## src/config_text_tokenizer_macros.svh

```systemverilog
// Assertion macros for the configuration-text tokenizer.
// Included by the RTL files that check their own logic; no other dependencies.
`ifndef CONFIG_TEXT_TOKENIZER_MACROS_SVH
`define CONFIG_TEXT_TOKENIZER_MACROS_SVH

`ifndef SYNTH
// same-cycle implication: when ante holds, cons holds at that edge
`define CTT_ASSERT_IMP(lbl, clk, rst_n, ante, cons) \
    lbl: assert property (@(posedge clk) disable iff (!(rst_n)) (ante) |-> (cons)) \
        else $error("tokenizer check failed");
// next-cycle implication: when ante holds, cons holds at the following edge
`define CTT_ASSERT_NXT(lbl, clk, rst_n, ante, cons) \
    lbl: assert property (@(posedge clk) disable iff (!(rst_n)) (ante) |=> (cons)) \
        else $error("tokenizer check failed");
`else
`define CTT_ASSERT_IMP(lbl, clk, rst_n, ante, cons)
`define CTT_ASSERT_NXT(lbl, clk, rst_n, ante, cons)
`endif

`endif

```

## src/cttok_pkg.sv

```systemverilog
// Shared types, codes and character tables for the configuration-text tokenizer.
// No dependencies; used by the lexer, the result queue and the top level.
`default_nettype none

package cttok_pkg;

    // lexer mode
    typedef enum logic [3:0] {
        MODE_IDLE    = 4'd0,
        MODE_COMMENT = 4'd1,
        MODE_KW_AT   = 4'd2,
        MODE_KEYWORD = 4'd3,
        MODE_IDENT   = 4'd4,
        MODE_NUMBER  = 4'd5,
        MODE_SQ      = 4'd6,
        MODE_DQ      = 4'd7,
        MODE_DQ_ESC  = 4'd8,
        MODE_ERROR   = 4'd9
    } mode_t;

    // event codes
    localparam logic [1:0] EV_CHAR = 2'd0;
    localparam logic [1:0] EV_END  = 2'd1;
    localparam logic [1:0] EV_ERR  = 2'd2;

    // token types
    localparam logic [3:0] TOK_EOF      = 4'd0;
    localparam logic [3:0] TOK_INCLUDE  = 4'd1;
    localparam logic [3:0] TOK_IDENT    = 4'd2;
    localparam logic [3:0] TOK_NUMBER   = 4'd3;
    localparam logic [3:0] TOK_SQ_STR   = 4'd4;
    localparam logic [3:0] TOK_DQ_STR   = 4'd5;
    localparam logic [3:0] TOK_COMMA    = 4'd6;
    localparam logic [3:0] TOK_COLON    = 4'd7;
    localparam logic [3:0] TOK_SEMI     = 4'd8;
    localparam logic [3:0] TOK_LBRACE   = 4'd9;
    localparam logic [3:0] TOK_RBRACE   = 4'd10;
    localparam logic [3:0] TOK_LBRACKET = 4'd11;
    localparam logic [3:0] TOK_RBRACKET = 4'd12;

    // error codes
    localparam logic [2:0] ERR_EMPTY_KW   = 3'd0;
    localparam logic [2:0] ERR_UNKNOWN_KW = 3'd1;
    localparam logic [2:0] ERR_DIGIT_ID   = 3'd2;
    localparam logic [2:0] ERR_UNCLOSED   = 3'd3;
    localparam logic [2:0] ERR_ILLEGAL    = 3'd4;

    // configuration register indexes
    localparam logic REG_ALLOW_LEAD_DIGIT = 1'b0;
    localparam logic REG_NUMBER_ENABLE    = 1'b1;

    // characters with a role of their own
    localparam logic [7:0] CH_LF         = 8'h0A;
    localparam logic [7:0] CH_SPACE      = 8'h20;
    localparam logic [7:0] CH_DQUOTE     = 8'h22;
    localparam logic [7:0] CH_HASH       = 8'h23;
    localparam logic [7:0] CH_SQUOTE     = 8'h27;
    localparam logic [7:0] CH_STAR       = 8'h2A;
    localparam logic [7:0] CH_MINUS      = 8'h2D;
    localparam logic [7:0] CH_SLASH      = 8'h2F;
    localparam logic [7:0] CH_AT         = 8'h40;
    localparam logic [7:0] CH_BACKSLASH  = 8'h5C;
    localparam logic [7:0] CH_UNDERSCORE = 8'h5F;

    // length of the include keyword, '@' counted
    localparam logic [3:0] KW_LEN = 4'd8;

    // most results one item can cause
    localparam int MAX_RES = 3;

    typedef struct packed {
        logic       allow_digit_first;
        logic       number_enable;
    } cfg_t;

    // one result; packed so that event_res sits in the lowest bits
    typedef struct packed {
        logic       last;
        logic [2:0] err;
        logic [7:0] ch;
        logic [3:0] tok;
        logic [1:0] ev;
    } res_t;

    // the results of one step, oldest in item[0]
    typedef struct packed {
        logic [1:0]           cnt;
        res_t [MAX_RES-1:0]   item;
    } batch_t;

    typedef struct packed {
        mode_t      mode;
        logic       digit_first;
        logic       digits_only;
        logic [3:0] kw_pos;
        logic       kw_mis;
    } lex_state_t;

    function automatic logic is_space(input logic [7:0] c);
        return (c == CH_SPACE) || (c >= 8'd9 && c <= 8'd13);
    endfunction

    function automatic logic is_alpha(input logic [7:0] c);
        return (c >= 8'h61 && c <= 8'h7A) || (c >= 8'h41 && c <= 8'h5A);
    endfunction

    function automatic logic is_digit(input logic [7:0] c);
        return (c >= 8'h30 && c <= 8'h39);
    endfunction

    // "@include", one character per position
    function automatic logic [7:0] kw_char(input logic [2:0] pos);
        logic [7:0] c;
        case (pos)
            3'd0:    c = CH_AT;
            3'd1:    c = 8'h69;
            3'd2:    c = 8'h6E;
            3'd3:    c = 8'h63;
            3'd4:    c = 8'h6C;
            3'd5:    c = 8'h75;
            3'd6:    c = 8'h64;
            default: c = 8'h65;
        endcase
        return c;
    endfunction

    // symbol token for a one-character symbol, TOK_EOF when c is none
    function automatic logic [3:0] sym_token(input logic [7:0] c);
        logic [3:0] t;
        case (c)
            8'h2C:   t = TOK_COMMA;
            8'h3A:   t = TOK_COLON;
            8'h3B:   t = TOK_SEMI;
            8'h7B:   t = TOK_LBRACE;
            8'h7D:   t = TOK_RBRACE;
            8'h5B:   t = TOK_LBRACKET;
            8'h5D:   t = TOK_RBRACKET;
            default: t = TOK_EOF;
        endcase
        return t;
    endfunction

    // append one result unless the batch is full
    function automatic batch_t push_res(input batch_t b, input logic [1:0] ev,
                                        input logic [3:0] tok, input logic [7:0] ch,
                                        input logic [2:0] err);
        batch_t r;
        r = b;
        if (b.cnt < 2'(MAX_RES)) begin
            r.item[b.cnt] = '{last: 1'b0, err: err, ch: ch, tok: tok, ev: ev};
            r.cnt         = b.cnt + 2'd1;
        end
        return r;
    endfunction

endpackage

`default_nettype wire

```

## src/cttok_lexer.sv

```systemverilog
// Lexer state and the one-item step logic of the tokenizer.
// Depends on cttok_pkg for the state, result and batch types.
`default_nettype none

module cttok_lexer (
    input  wire logic                aclk,
    input  wire logic                aresetn,
    input  wire logic                step_en,
    input  wire logic [7:0]          in_ch,
    input  wire logic                in_eoi,
    input  wire cttok_pkg::cfg_t     cfg,
    output cttok_pkg::batch_t        batch,
    output cttok_pkg::mode_t         lex_mode
);
    import cttok_pkg::*;

    lex_state_t state_reg;
    lex_state_t state_next;

    // one lexing step: close the open word if needed, then start a new token
    always_comb begin
        lex_state_t st;
        batch_t     b;
        logic       do_close;
        logic       close_ok;
        logic       do_start;
        logic [3:0] sym;

        st       = state_reg;
        b        = '0;
        do_close = 1'b0;
        close_ok = 1'b0;
        do_start = 1'b0;
        sym      = sym_token(in_ch);

        if (in_eoi) begin
            case (state_reg.mode) inside
                MODE_ERROR: begin
                    st.mode = MODE_IDLE;
                end
                MODE_KW_AT: begin
                    b = push_res(b, EV_ERR, TOK_EOF, 8'd0, ERR_EMPTY_KW);
                end
                MODE_SQ, MODE_DQ, MODE_DQ_ESC: begin
                    b = push_res(b, EV_ERR, TOK_EOF, 8'd0, ERR_UNCLOSED);
                end
                MODE_IDENT, MODE_NUMBER, MODE_KEYWORD: begin
                    do_close = 1'b1;
                end
                default: begin
                    b = push_res(b, EV_END, TOK_EOF, 8'd0, ERR_EMPTY_KW);
                end
            endcase
        end else begin
            case (state_reg.mode) inside
                MODE_ERROR: begin
                    st.mode = MODE_ERROR;
                end
                MODE_COMMENT: begin
                    if (in_ch == CH_LF) begin
                        st.mode = MODE_IDLE;
                    end
                end
                MODE_KW_AT, MODE_KEYWORD: begin
                    if (is_alpha(in_ch)) begin
                        b = push_res(b, EV_CHAR, TOK_EOF, in_ch, ERR_EMPTY_KW);
                        if (!st.kw_mis && st.kw_pos < KW_LEN &&
                            kw_char(st.kw_pos[2:0]) == in_ch) begin
                            st.kw_pos = st.kw_pos + 4'd1;
                        end else begin
                            st.kw_mis = 1'b1;
                        end
                        st.mode = MODE_KEYWORD;
                    end else if (state_reg.mode == MODE_KW_AT) begin
                        b       = push_res(b, EV_ERR, TOK_EOF, 8'd0, ERR_EMPTY_KW);
                        st.mode = MODE_ERROR;
                    end else begin
                        do_close = 1'b1;
                    end
                end
                MODE_IDENT: begin
                    if (in_ch == CH_UNDERSCORE || in_ch == CH_MINUS || in_ch == CH_STAR ||
                        in_ch == CH_SLASH || is_alpha(in_ch)) begin
                        st.digits_only = 1'b0;
                        b = push_res(b, EV_CHAR, TOK_EOF, in_ch, ERR_EMPTY_KW);
                    end else if (is_digit(in_ch)) begin
                        b = push_res(b, EV_CHAR, TOK_EOF, in_ch, ERR_EMPTY_KW);
                    end else begin
                        do_close = 1'b1;
                    end
                end
                MODE_NUMBER: begin
                    if (is_digit(in_ch)) begin
                        b = push_res(b, EV_CHAR, TOK_EOF, in_ch, ERR_EMPTY_KW);
                    end else begin
                        do_close = 1'b1;
                    end
                end
                MODE_SQ: begin
                    if (in_ch == CH_SQUOTE) begin
                        b       = push_res(b, EV_END, TOK_SQ_STR, 8'd0, ERR_EMPTY_KW);
                        st.mode = MODE_IDLE;
                    end else begin
                        b = push_res(b, EV_CHAR, TOK_EOF, in_ch, ERR_EMPTY_KW);
                    end
                end
                MODE_DQ: begin
                    if (in_ch == CH_BACKSLASH) begin
                        st.mode = MODE_DQ_ESC;
                    end else if (in_ch == CH_DQUOTE) begin
                        b       = push_res(b, EV_END, TOK_DQ_STR, 8'd0, ERR_EMPTY_KW);
                        st.mode = MODE_IDLE;
                    end else begin
                        b = push_res(b, EV_CHAR, TOK_EOF, in_ch, ERR_EMPTY_KW);
                    end
                end
                MODE_DQ_ESC: begin
                    b       = push_res(b, EV_CHAR, TOK_EOF, in_ch, ERR_EMPTY_KW);
                    st.mode = MODE_DQ;
                end
                default: begin
                    do_start = 1'b1;
                end
            endcase
        end

        // close an ident, number or keyword token
        if (do_close) begin
            case (state_reg.mode)
                MODE_IDENT: begin
                    if (st.digit_first && st.digits_only) begin
                        b       = push_res(b, EV_ERR, TOK_EOF, 8'd0, ERR_DIGIT_ID);
                        st.mode = MODE_ERROR;
                    end else begin
                        b        = push_res(b, EV_END, TOK_IDENT, 8'd0, ERR_EMPTY_KW);
                        close_ok = 1'b1;
                    end
                end
                MODE_NUMBER: begin
                    b        = push_res(b, EV_END, TOK_NUMBER, 8'd0, ERR_EMPTY_KW);
                    close_ok = 1'b1;
                end
                default: begin
                    if (st.kw_mis || st.kw_pos != KW_LEN) begin
                        b       = push_res(b, EV_ERR, TOK_EOF, 8'd0, ERR_UNKNOWN_KW);
                        st.mode = MODE_ERROR;
                    end else begin
                        b        = push_res(b, EV_END, TOK_INCLUDE, 8'd0, ERR_EMPTY_KW);
                        close_ok = 1'b1;
                    end
                end
            endcase
            if (close_ok) begin
                st.mode = MODE_IDLE;
                if (in_eoi) begin
                    b = push_res(b, EV_END, TOK_EOF, 8'd0, ERR_EMPTY_KW);
                end else begin
                    do_start = 1'b1;
                end
            end
        end

        // treat the byte as the first of a new token
        if (do_start) begin
            st.mode = MODE_IDLE;
            if (!is_space(in_ch)) begin
                if (in_ch == CH_HASH) begin
                    st.mode = MODE_COMMENT;
                end else if (in_ch == CH_AT) begin
                    b         = push_res(b, EV_CHAR, TOK_EOF, in_ch, ERR_EMPTY_KW);
                    st.kw_pos = 4'd1;
                    st.kw_mis = 1'b0;
                    st.mode   = MODE_KW_AT;
                end else if (in_ch == CH_UNDERSCORE || is_alpha(in_ch) ||
                             (!cfg.number_enable && cfg.allow_digit_first &&
                              is_digit(in_ch))) begin
                    b              = push_res(b, EV_CHAR, TOK_EOF, in_ch, ERR_EMPTY_KW);
                    st.digit_first = is_digit(in_ch);
                    st.digits_only = 1'b1;
                    st.mode        = MODE_IDENT;
                end else if (cfg.number_enable && is_digit(in_ch)) begin
                    b       = push_res(b, EV_CHAR, TOK_EOF, in_ch, ERR_EMPTY_KW);
                    st.mode = MODE_NUMBER;
                end else if (in_ch == CH_SQUOTE) begin
                    st.mode = MODE_SQ;
                end else if (in_ch == CH_DQUOTE) begin
                    st.mode = MODE_DQ;
                end else if (sym != TOK_EOF) begin
                    b = push_res(b, EV_CHAR, TOK_EOF, in_ch, ERR_EMPTY_KW);
                    b = push_res(b, EV_END, sym, 8'd0, ERR_EMPTY_KW);
                end else begin
                    b       = push_res(b, EV_ERR, TOK_EOF, 8'd0, ERR_ILLEGAL);
                    st.mode = MODE_ERROR;
                end
            end
        end

        // end of input always leaves a clean idle state
        if (in_eoi) begin
            st.mode        = MODE_IDLE;
            st.digit_first = 1'b0;
            st.digits_only = 1'b1;
            st.kw_pos      = 4'd0;
            st.kw_mis      = 1'b0;
        end

        // flag the final result of the step
        if (b.cnt != 2'd0) begin
            b.item[b.cnt - 2'd1].last = 1'b1;
        end

        state_next = st;
        batch      = b;
    end

    // advance the state on each step
    always_ff @(posedge aclk) begin
        if (!aresetn) begin
            state_reg.mode        <= MODE_IDLE;
            state_reg.digit_first <= 1'b0;
            state_reg.digits_only <= 1'b1;
            state_reg.kw_pos      <= 4'd0;
            state_reg.kw_mis      <= 1'b0;
        end else if (step_en) begin
            state_reg <= state_next;
        end
    end

    assign lex_mode = state_reg.mode;

endmodule

`default_nettype wire

```

## src/cttok_result_fifo.sv

```systemverilog
// Result queue of the tokenizer: takes up to three results a cycle, gives at most one.
// Depends on cttok_pkg for the result and batch types.
`default_nettype none

module cttok_result_fifo #(
    parameter int DEPTH = 8     // power of two, at least 4
) (
    input  wire logic                aclk,
    input  wire logic                aresetn,
    input  wire logic                push_en,
    input  wire cttok_pkg::batch_t   push_batch,
    output logic                     room,
    output logic                     head_valid,
    output cttok_pkg::res_t          head,
    input  wire logic                pop_en
);
    import cttok_pkg::*;

    localparam int PTR_W = $clog2(DEPTH);
    localparam int CNT_W = $clog2(DEPTH + 1);

    res_t             mem_reg [DEPTH];
    logic [PTR_W-1:0] wr_ptr_reg;
    logic [PTR_W-1:0] rd_ptr_reg;
    logic [CNT_W-1:0] count_reg;
    logic [CNT_W-1:0] push_n;
    logic [CNT_W-1:0] count_next;

    assign push_n     = push_en ? CNT_W'(push_batch.cnt) : '0;
    assign count_next = count_reg + push_n - (pop_en ? CNT_W'(1) : '0);

    // room for a full batch, counted without this cycle's pop
    assign room       = (count_reg <= CNT_W'(DEPTH - MAX_RES));
    assign head_valid = (count_reg != '0);
    assign head       = mem_reg[rd_ptr_reg];

    // write the batch in order behind the tail
    always_ff @(posedge aclk) begin
        for (int k = 0; k < MAX_RES; k++) begin
            if (push_en && 2'(k) < push_batch.cnt) begin
                mem_reg[wr_ptr_reg + PTR_W'(k)] <= push_batch.item[k];
            end
        end
    end

    // advance pointers and count
    always_ff @(posedge aclk) begin
        if (!aresetn) begin
            wr_ptr_reg <= '0;
            rd_ptr_reg <= '0;
            count_reg  <= '0;
        end else begin
            wr_ptr_reg <= wr_ptr_reg + push_n[PTR_W-1:0];
            if (pop_en) begin
                rd_ptr_reg <= rd_ptr_reg + PTR_W'(1);
            end
            count_reg <= count_next;
        end
    end

endmodule

`default_nettype wire

```

## src/config_text_tokenizer.sv

```systemverilog
// Configuration-text tokenizer, top level. An item held in the input register is lexed
// and its results are written into the result queue, which offers them at its head.
// Throughput: one item per cycle while the queue has room for a full batch; the result
// port moves one result per cycle while m_tready is high, and the queue absorbs bursts.
// Reset (aresetn low, synchronous): lexer idle, queue empty, both registers zero.
// Depends on cttok_pkg, cttok_lexer, cttok_result_fifo and the assertion macros.
`default_nettype none
`include "config_text_tokenizer_macros.svh"

module config_text_tokenizer #(
    parameter int FIFO_DEPTH = 8    // result queue entries, power of two, at least 4
) (
    input  wire logic        aclk,
    input  wire logic        aresetn,
    // input bytes
    input  wire logic        s_tvalid,
    output logic             s_tready,
    input  wire logic [7:0]  s_tdata,   // [7:0] ch
    input  wire logic        s_tlast,   // end_of_input
    // results
    output logic             m_tvalid,
    input  wire logic        m_tready,
    output logic [23:0]      m_tdata,   // [1:0] event_res, [5:2] token_type,
                                        // [13:6] char_out, [16:14] error_code
    output logic             m_tlast,   // last
    // configuration writes
    input  wire logic        cfg_valid,
    output logic             cfg_ready,
    input  wire logic        cfg_index,
    input  wire logic        cfg_data
);
    import cttok_pkg::*;

    logic       in_valid_reg;
    logic [7:0] in_ch_reg;
    logic       in_eoi_reg;
    logic       allow_lead_reg;
    logic       number_en_reg;
    cfg_t       cfg;
    batch_t     batch;
    mode_t      lex_mode;
    logic       fifo_room;
    logic       fire;
    res_t       head;

    // step when an item waits and the queue can take a full batch
    assign fire      = in_valid_reg && fifo_room;
    assign s_tready  = !in_valid_reg || fire;
    assign cfg_ready = 1'b1;
    assign cfg       = '{allow_digit_first: allow_lead_reg, number_enable: number_en_reg};

    // input register
    always_ff @(posedge aclk) begin
        if (!aresetn) begin
            in_valid_reg <= 1'b0;
        end else if (s_tvalid && s_tready) begin
            in_valid_reg <= 1'b1;
        end else if (fire) begin
            in_valid_reg <= 1'b0;
        end
    end

    always_ff @(posedge aclk) begin
        if (s_tvalid && s_tready) begin
            in_ch_reg  <= s_tdata;
            in_eoi_reg <= s_tlast;
        end
    end

    // configuration registers
    always_ff @(posedge aclk) begin
        if (!aresetn) begin
            allow_lead_reg <= 1'b0;
            number_en_reg  <= 1'b0;
        end else if (cfg_valid && cfg_ready) begin
            unique case (cfg_index)
                REG_ALLOW_LEAD_DIGIT: allow_lead_reg <= cfg_data;
                REG_NUMBER_ENABLE:    number_en_reg  <= cfg_data;
                default:              ;
            endcase
        end
    end

    cttok_lexer u_lexer (
        .aclk     (aclk),
        .aresetn  (aresetn),
        .step_en  (fire),
        .in_ch    (in_ch_reg),
        .in_eoi   (in_eoi_reg),
        .cfg      (cfg),
        .batch    (batch),
        .lex_mode (lex_mode)
    );

    cttok_result_fifo #(
        .DEPTH (FIFO_DEPTH)
    ) u_fifo (
        .aclk       (aclk),
        .aresetn    (aresetn),
        .push_en    (fire),
        .push_batch (batch),
        .room       (fifo_room),
        .head_valid (m_tvalid),
        .head       (head),
        .pop_en     (m_tvalid && m_tready)
    );

    // pack the result
    assign m_tdata = {7'd0, head.err, head.ch, head.tok, head.ev};
    assign m_tlast = head.last;

    // end of input always returns the lexer to idle
    `CTT_ASSERT_NXT(a_eoi_idle, aclk, aresetn, fire && in_eoi_reg, lex_mode == MODE_IDLE)
    // after an error, bytes give no result
    `CTT_ASSERT_IMP(a_err_quiet, aclk, aresetn,
        fire && !in_eoi_reg && lex_mode == MODE_ERROR, batch.cnt == 2'd0)
    // an item held back by a full queue stays in the input register
    `CTT_ASSERT_NXT(a_hold_item, aclk, aresetn, in_valid_reg && !fire,
        in_valid_reg && $stable(in_ch_reg) && $stable(in_eoi_reg))

endmodule

`default_nettype wire
```

## config.mk

```make
export PLATFORM = sky130hd
export DESIGN_NAME = config_text_tokenizer
export DESIGN_NICKNAME = d
export VERILOG_FILES = /design/src/cttok_pkg.sv /design/src/cttok_lexer.sv /design/src/cttok_result_fifo.sv /design/src/config_text_tokenizer.sv
export VERILOG_INCLUDE_DIRS = /design/src /design/src/src
export SDC_FILE = /design/constraint.sdc
export NUM_CORES = 1
export LEC_CHECK = 0
export BUFFER_PORTS_ARGS = -buffer_cell sky130_fd_sc_hd__buf_2
export CORE_MARGIN = 2
export CORE_UTILIZATION = 40
export DETAILED_ROUTE_END_ITERATION = 8
export PLACE_DENSITY = 0.52
export SYNTH_ARGS = -nofsm -noshare
export SYNTH_HDL_FRONTEND = slang
export SYNTH_SLANG_ARGS = --single-unit
```

## constraint.sdc

```tcl
create_clock -name aclk -period 8.3 [get_ports aclk]
set_input_delay 0.83 -clock aclk [delete_from_list [all_inputs] [get_ports aclk]]
set_output_delay 0.83 -clock aclk [all_outputs]
set_load 0.02 [all_outputs]
```

# ---- After elaboration in Yosys (flattened, before gate mapping)
# Memory sizes are Yosys's and may differ from the RTL's. A register that Yosys moved wholly into a read port is not among the register bits.
# Cells that the tools add are included.
dict set report word_totals {
  reg_bits 33
  latch_bits 0
  mem_bits_rw 144
  romBits 0
  in_bits 16
  output_inout_bits 28
  memories 1
}
# memory depth width rd rd_ports_with_merged_regs write_ports line
set memory_table {}
lappend memory_table {u_fifo.mem_reg 8 18 1 1 3 cttok_result_fifo.sv:22} ;# res_t mem_reg [DEPTH];
dict set report op_classes {
  add_sub_neg 12
  multipliers 0
  div 0
  magnitude_cmp 27
  eq_ne 38
  shift 0
  mux 162
  bitwise 22
  n_reduce_logical 47
}
# op n
set ops {}
lappend ops {{56-bit 2-to-1 mux} 46}
lappend ops {{55-bit 2-to-1 mux} 5}
lappend ops {{48-bit bitwise AND} 5}
lappend ops {{48-bit inverter} 5}
lappend ops {{18-bit demux with 2-bit select} 5}
lappend ops {{54-bit bitwise mux} 3}
lappend ops {{56-bit one-hot mux with 2 select lines} 1}
lappend ops {{4-bit 2-to-1 mux} 26}
lappend ops {{18-bit 2-to-1 mux} 5}
lappend ops {{8-bit by 6-bit equality test with 1-bit output (second input constant)} 10}
lappend ops {{8-bit by 7-bit equality test with 1-bit output (second input constant)} 7}
lappend ops {{54-bit 2-to-1 mux} 1}
lappend ops {{51-bit bitwise AND} 1}
lappend ops {{51-bit inverter} 1}
lappend ops {{45-bit bitwise AND} 1}
lappend ops {{45-bit inverter} 1}
lappend ops {{1-bit 2-to-1 mux} 44}
lappend ops {{6-bit one-hot mux with 7 select lines} 1}
lappend ops {{8-bit 2-to-1 mux} 5}
lappend ops {{11-bit 2-to-1 mux} 3}
lappend ops {{6-bit OR} 5}
lappend ops {{14-bit 2-to-1 mux} 2}
lappend ops {{4-bit one-hot mux with 7 select lines} 1}
lappend ops {{5-bit 2-to-1 mux} 5}
lappend ops {{51 further kinds} 119}

# ---- Depth between registers and ports, before layout
dict set report depth {
  depth_word 68
  mapped_depth 21
}

# ---- Hierarchy
# From an unflattened synthesis, not the netlist that was laid out.
dict set report hier_totals {
  cells_unflattened 1420
  hier_area_um2 12274.3
}
# module instances cells_each area_each_um2 seq_area_each_um2
set modules_own_cells {}
lappend modules_own_cells {cttok_result_fifo 1 1007 9313.9 4584.4}
lappend modules_own_cells {cttok_lexer 1 378 2477.4 220.2}
lappend modules_own_cells {config_text_tokenizer 1 35 483.0 330.3}

# ---- Worst setup path after synthesis
# No wires, ideal clock.
dict set report synth_path {
  kind {flip-flop to flip-flop}
  start {register u_lexer.state_reg[2] in the netlist's numbering}
  end {memory u_fifo.mem_reg[7][0] in the netlist's numbering (enable)}
  arrival_time_ps 4329
  required_ps 7882
  slack_ps 3553
  stages_incl_launch_ff 15
  n_path_buf 3
  period_less_slack_ps 4747
  cell_sequence {dfxtp_1 -> inv_1 -> ha_1 -> buf_2 -> nor4_1 -> a221oi_1 -> xor2_1 -> and3_1 -> buf_2 -> a31oi_4 -> o31ai_2 -> buf_6 -> a32oi_1 -> a21boi_0 -> o21ai_0}
}
# element line
set synth_lines {}
lappend synth_lines {{start, declared} cttok_lexer.sv:17} ;# lex_state_t state_reg;
lappend synth_lines {{start signal, assigned} cttok_lexer.sv:225} ;# state_reg <= state_next;
lappend synth_lines {{end, declared} cttok_result_fifo.sv:22}

==> results.md <==
- Setup repair after global routing left no endpoint under its margin.
- On the final layout, the worst hold slack is 0.4814 ns.
- The master of the slowest instance on the critical path is sky130_fd_sc_hd__edfxtp_1.
- After clock tree synthesis, the clock-pin slew on the worst setup and hold paths is 0.08 ns.
- After technology mapping, the gate count stands at 1,007.
- The number of filler instances in the final layout is 2,544.
- Setup violations remaining at the end of the flow were counted as 0.
- The mapped netlist covers 11,110 um2.
- The setup TNS after final layout is 0 ns.
- The critical path startpoint category is a flop.
- The detailed router placed 8,235 vias in this run.
- The synthesized netlist contains 95 unique library cells.
- The final wirelength is 32.16 mm.
- Once the clock tree was built, the setup fixing pass inserted 0 buffers.
- The cell type contributing the most total cell area after synthesis is sky130_fd_sc_hd__edfxtp_1.
- The most common flop cell mapped by yosys is sky130_fd_sc_hd__edfxtp_1.
- TritonCTS built the clock tree.
- In this run the tool buffered the top-level ports with 35 buffer cells.
- Dividing the final minimum period by the clock period gives 61.35%.
- The die height is 170.6 um.
- The register bit count reported by yosys is 180.
- The flip-flop count of the largest register, all copies and words added is 144.
- The classification of the worst setup path is reg -> reg.
- The synthesized design devotes to its leading area cell type 41.37% of total area.
- The pre-antenna-repair detailed-routing pass consisted of 6 iterations.
- VDD sags by at most 125.8 uV.
- The number of core rows is 60.
- In this run, the number of DRC markers left after iteration 0 of detailed routing was 827.
- On the worst path, the slowest cell contributes a delay of 0.90 ns.
- The hold buffer count at cts is 0.
- Along the worst path, the maximum fanout reaches 22.
- Yosys instantiated no cell more often than sky130_fd_sc_hd__edfxtp_1.
- Based on the critical path, the design can be clocked at up to 196.4 MHz.
- The minimum period implied by the final worst setup slack is 5.092 ns.
- Counting along the longest clock path gives a buffer depth of 2.
- The static leakage power is 4.433 nW.
- The share of layout cells above drive strength 1 is 17.76%.
- Once detail routing completed, the nets flagged for antenna violations numbered 0.
- The count of cells resized by post-cts repair is 0.
- The area growth from synthesis to layout is 9.464%.
- The number of placed I/O pins is 44.
- The pin count of the biggest net entering global routing is 37.
- Traced cell by cell, the critical path runs through nand4bb_1 > nor2b_1 > o31ai_1 > a31o_2 > nor3_1 > nand2_2 > a31oi_4 > nand3_1.
- The number of max-slew violations in the final report is 0.
- The total half-perimeter wirelength after legalization and detailed placement is 22.34 mm.
- The initial antenna violation count is 0.
- Total power for the finished layout comes to 2.677 mW.
- The synthesized area divided by synthesized cell count is 11.03 um2.
- Across the run, the number of max-cap violations was 0.
- Of the synthesized area, sequential elements account for 46.24%.
- Data on the critical path is required at its endpoint by 8.20 ns.
- The H-tree was split into 4 levels.
- In the routed layout, each cell is associated on average with a via count of 5.920.
- The global-route usage over all layers is 22.85%.
- The net count reported at finish is 1,039.
- The antenna cell count is 0.
- Counting buffers and inverters, the worst setup path is 8 cells deep.
- In this run, synthesis inferred 153 flip-flops with an integrated enable.
- The total area inside the core boundary comes to 27,100 um2.
- The worst setup path is captured at a flop.
- Data on the critical path arrives at its endpoint at 5.00 ns.
- The kind of cell with the highest combined delay along the critical path is simple AND/OR/NAND/NOR gates.
- The number of failing hold endpoints at the final stage came to 0.
- The worst min-delay path class is reg -> reg.
- Along the worst hold path, the cell count comes to 2.
- During synthesis, Yosys emitted a total of 0 warnings.
- Clock skew on the completed layout was measured at 0.01825 ns.
- The count of buffering cells on the critical path with inverters included is 0.
- The power per cell area is 220.2 nW/um2.
- The clock net in this run drives a total of 180 sinks.
- After detailed routing, the average wire length per cell comes to 23.12 um.
- The via count of the first global-routing pass was 8,188.
- The number of remaining DRC errors is 0.
- Yosys attributes the largest share of cell area to sky130_fd_sc_hd__edfxtp_1 (41%), sky130_fd_sc_hd__mux4_2 (7.3%), sky130_fd_sc_hd__mux2i_1 (6.7%), sky130_fd_sc_hd__dfxtp_1 (4.9%), sky130_fd_sc_hd__o21ai_0 (3.3%).
- The pin slew with the least headroom to its limit is 1.268 ns.
- The run finished with clean final reports.
- The first global-routing pass estimated 50.05 mm of wire.
- Once the floorplan was initialized, standard cells occupied 40.98% of the core.
- From left edge to right edge, the die measures 170.6 um.
- The die covers 29,110 um2.
- The clock latency at the later pin of the worst-skew pair is 0.45 ns.
- Global routing finished with a remaining overflow of 0.
- By count the netlist is led by sky130_fd_sc_hd__edfxtp_1 (153), sky130_fd_sc_hd__nand2_1 (80), sky130_fd_sc_hd__nor2_1 (78).
- The proportion of register bits with asynchronous set or reset after synthesis is 0%.
- The placer congestion estimate is 0.9078.
- The worst slew margin relative to its limit is 15.47%.
- The worst register-to-register path has a depth of 8.
- TritonCTS created 17 clock buffers.
- The cell sitting at the root of the clock tree is a sky130_fd_sc_hd__clkbuf_16.
power breakdown:
group          internal [mW]  switching [mW]  total (mW)
clock network          0.440           0.421       0.861
logic                  0.294           0.428       0.722
registers               1.05          0.0463        1.09
total                   1.78           0.896        2.68
final timing paths:
check	slack (ns)	start	endpoint
max	3.21	in_ch_reg[4]$_DFFE_PP_	u_fifo.mem_reg[0][14]$_SDFFCE_PP0P_
min reg2reg	0.48	u_lexer.state_reg[5]$_SDFFE_PN1P_	u_lexer.state_reg[5]$_SDFFE_PN1P_
max reg2reg	3.21	in_ch_reg[4]$_DFFE_PP_	u_fifo.mem_reg[0][14]$_SDFFCE_PP0P_
min	0.48	u_lexer.state_reg[5]$_SDFFE_PN1P_	u_lexer.state_reg[5]$_SDFFE_PN1P_
through the flow:
stage          instances  setup slack (ns)  area [um2]  utilization [%]
6_report            1391             3.208       12160            44.86
5_1_grt             1391             2.818       12160            44.86
4_1_cts             1391             3.212       12160            44.86
3_5_place_dp        1359             3.246       11530            42.55
3_3_place_gp        1359             3.292       11530            42.55
2_1_floorplan       1013             3.553       11130                -
cell families (layout without fill, tap and decap cells):
group                      after synthesis  after routing  synth area share (%)
xor gates and xnor gates                 9              9                0.7097
muxes                                  129            129                 15.90
buffers and inverters                  102            108                 4.337
and+or+nand+nor                        322            322                 14.93
adders and majority gates               17             17                 2.050
DFF                                    180            180                 46.24
other                                    2              8               0.06762
AOI/OAI and AO/OA                      246            246                 15.77
tightest hold or removal path, stage by stage (launching register included):
cell,delay (ns)
sky130_fd_sc_hd__dfxtp_1,0.34
sky130_fd_sc_hd__a21oi_1,0.06
sky130_fd_sc_hd__nand2_1,0.05
layout by cell type (no fill, tap or decap), types with 6 or more instances in the layout:
cell type and count:
sky130_fd_sc_hd__nor3_1 14, sky130_fd_sc_hd__o211ai_1 15, sky130_fd_sc_hd__o21ai_0 71, sky130_fd_sc_hd__o22ai_1 11, sky130_fd_sc_hd__nor2b_1 11, sky130_fd_sc_hd__nand2b_1 11
sky130_fd_sc_hd__o31ai_1 6, sky130_fd_sc_hd__nor4_1 13, sky130_fd_sc_hd__clkbuf_16 17, sky130_fd_sc_hd__conb_1 8, sky130_fd_sc_hd__or3_1 7, sky130_fd_sc_hd__a31oi_1 10
sky130_fd_sc_hd__ha_1 15, sky130_fd_sc_hd__mux4_2 36, sky130_fd_sc_hd__buf_2 35, sky130_fd_sc_hd__nand2_1 80, sky130_fd_sc_hd__edfxtp_1 153, sky130_fd_sc_hd__dfxtp_1 25
sky130_fd_sc_hd__nand3_1 41, sky130_fd_sc_hd__a211oi_1 7, sky130_fd_sc_hd__inv_1 26, sky130_fd_sc_hd__buf_4 13, sky130_fd_sc_hd__mux2_2 19, sky130_fd_sc_hd__mux2i_1 74
sky130_fd_sc_hd__nor2_1 78, sky130_fd_sc_hd__and3_1 17, sky130_fd_sc_hd__a21oi_1 48, sky130_fd_sc_hd__and2_1 8
cell type report:
cell class | count | area, um2 | share of cell area, %
Inverter | 28 | 105.1 | 0.8646
Tap cell | 372 | 465.4 | 3.829
Clock buffer | 17 | 425.4 | 3.499
Multi-Input combinational cell | 731 | 5550 | 45.66
Timing Repair Buffer | 48 | 272.8 | 2.244
Clock inverter | 15 | 200.2 | 1.647
Sequential cell | 180 | 5137 | 42.26
layer usage:
metal | GRT usage, % | vias up | wire (um)
met4 | 6.057 | 0 | 558
li1 | - | 3856 | -
met2 | 37.65 | 245 | 15570
met1 | 31.79 | 4104 | 14660
met5 | 0 | - | 0
met3 | 2.984 | 30 | 1378
(Power assumes the default switching activity.)
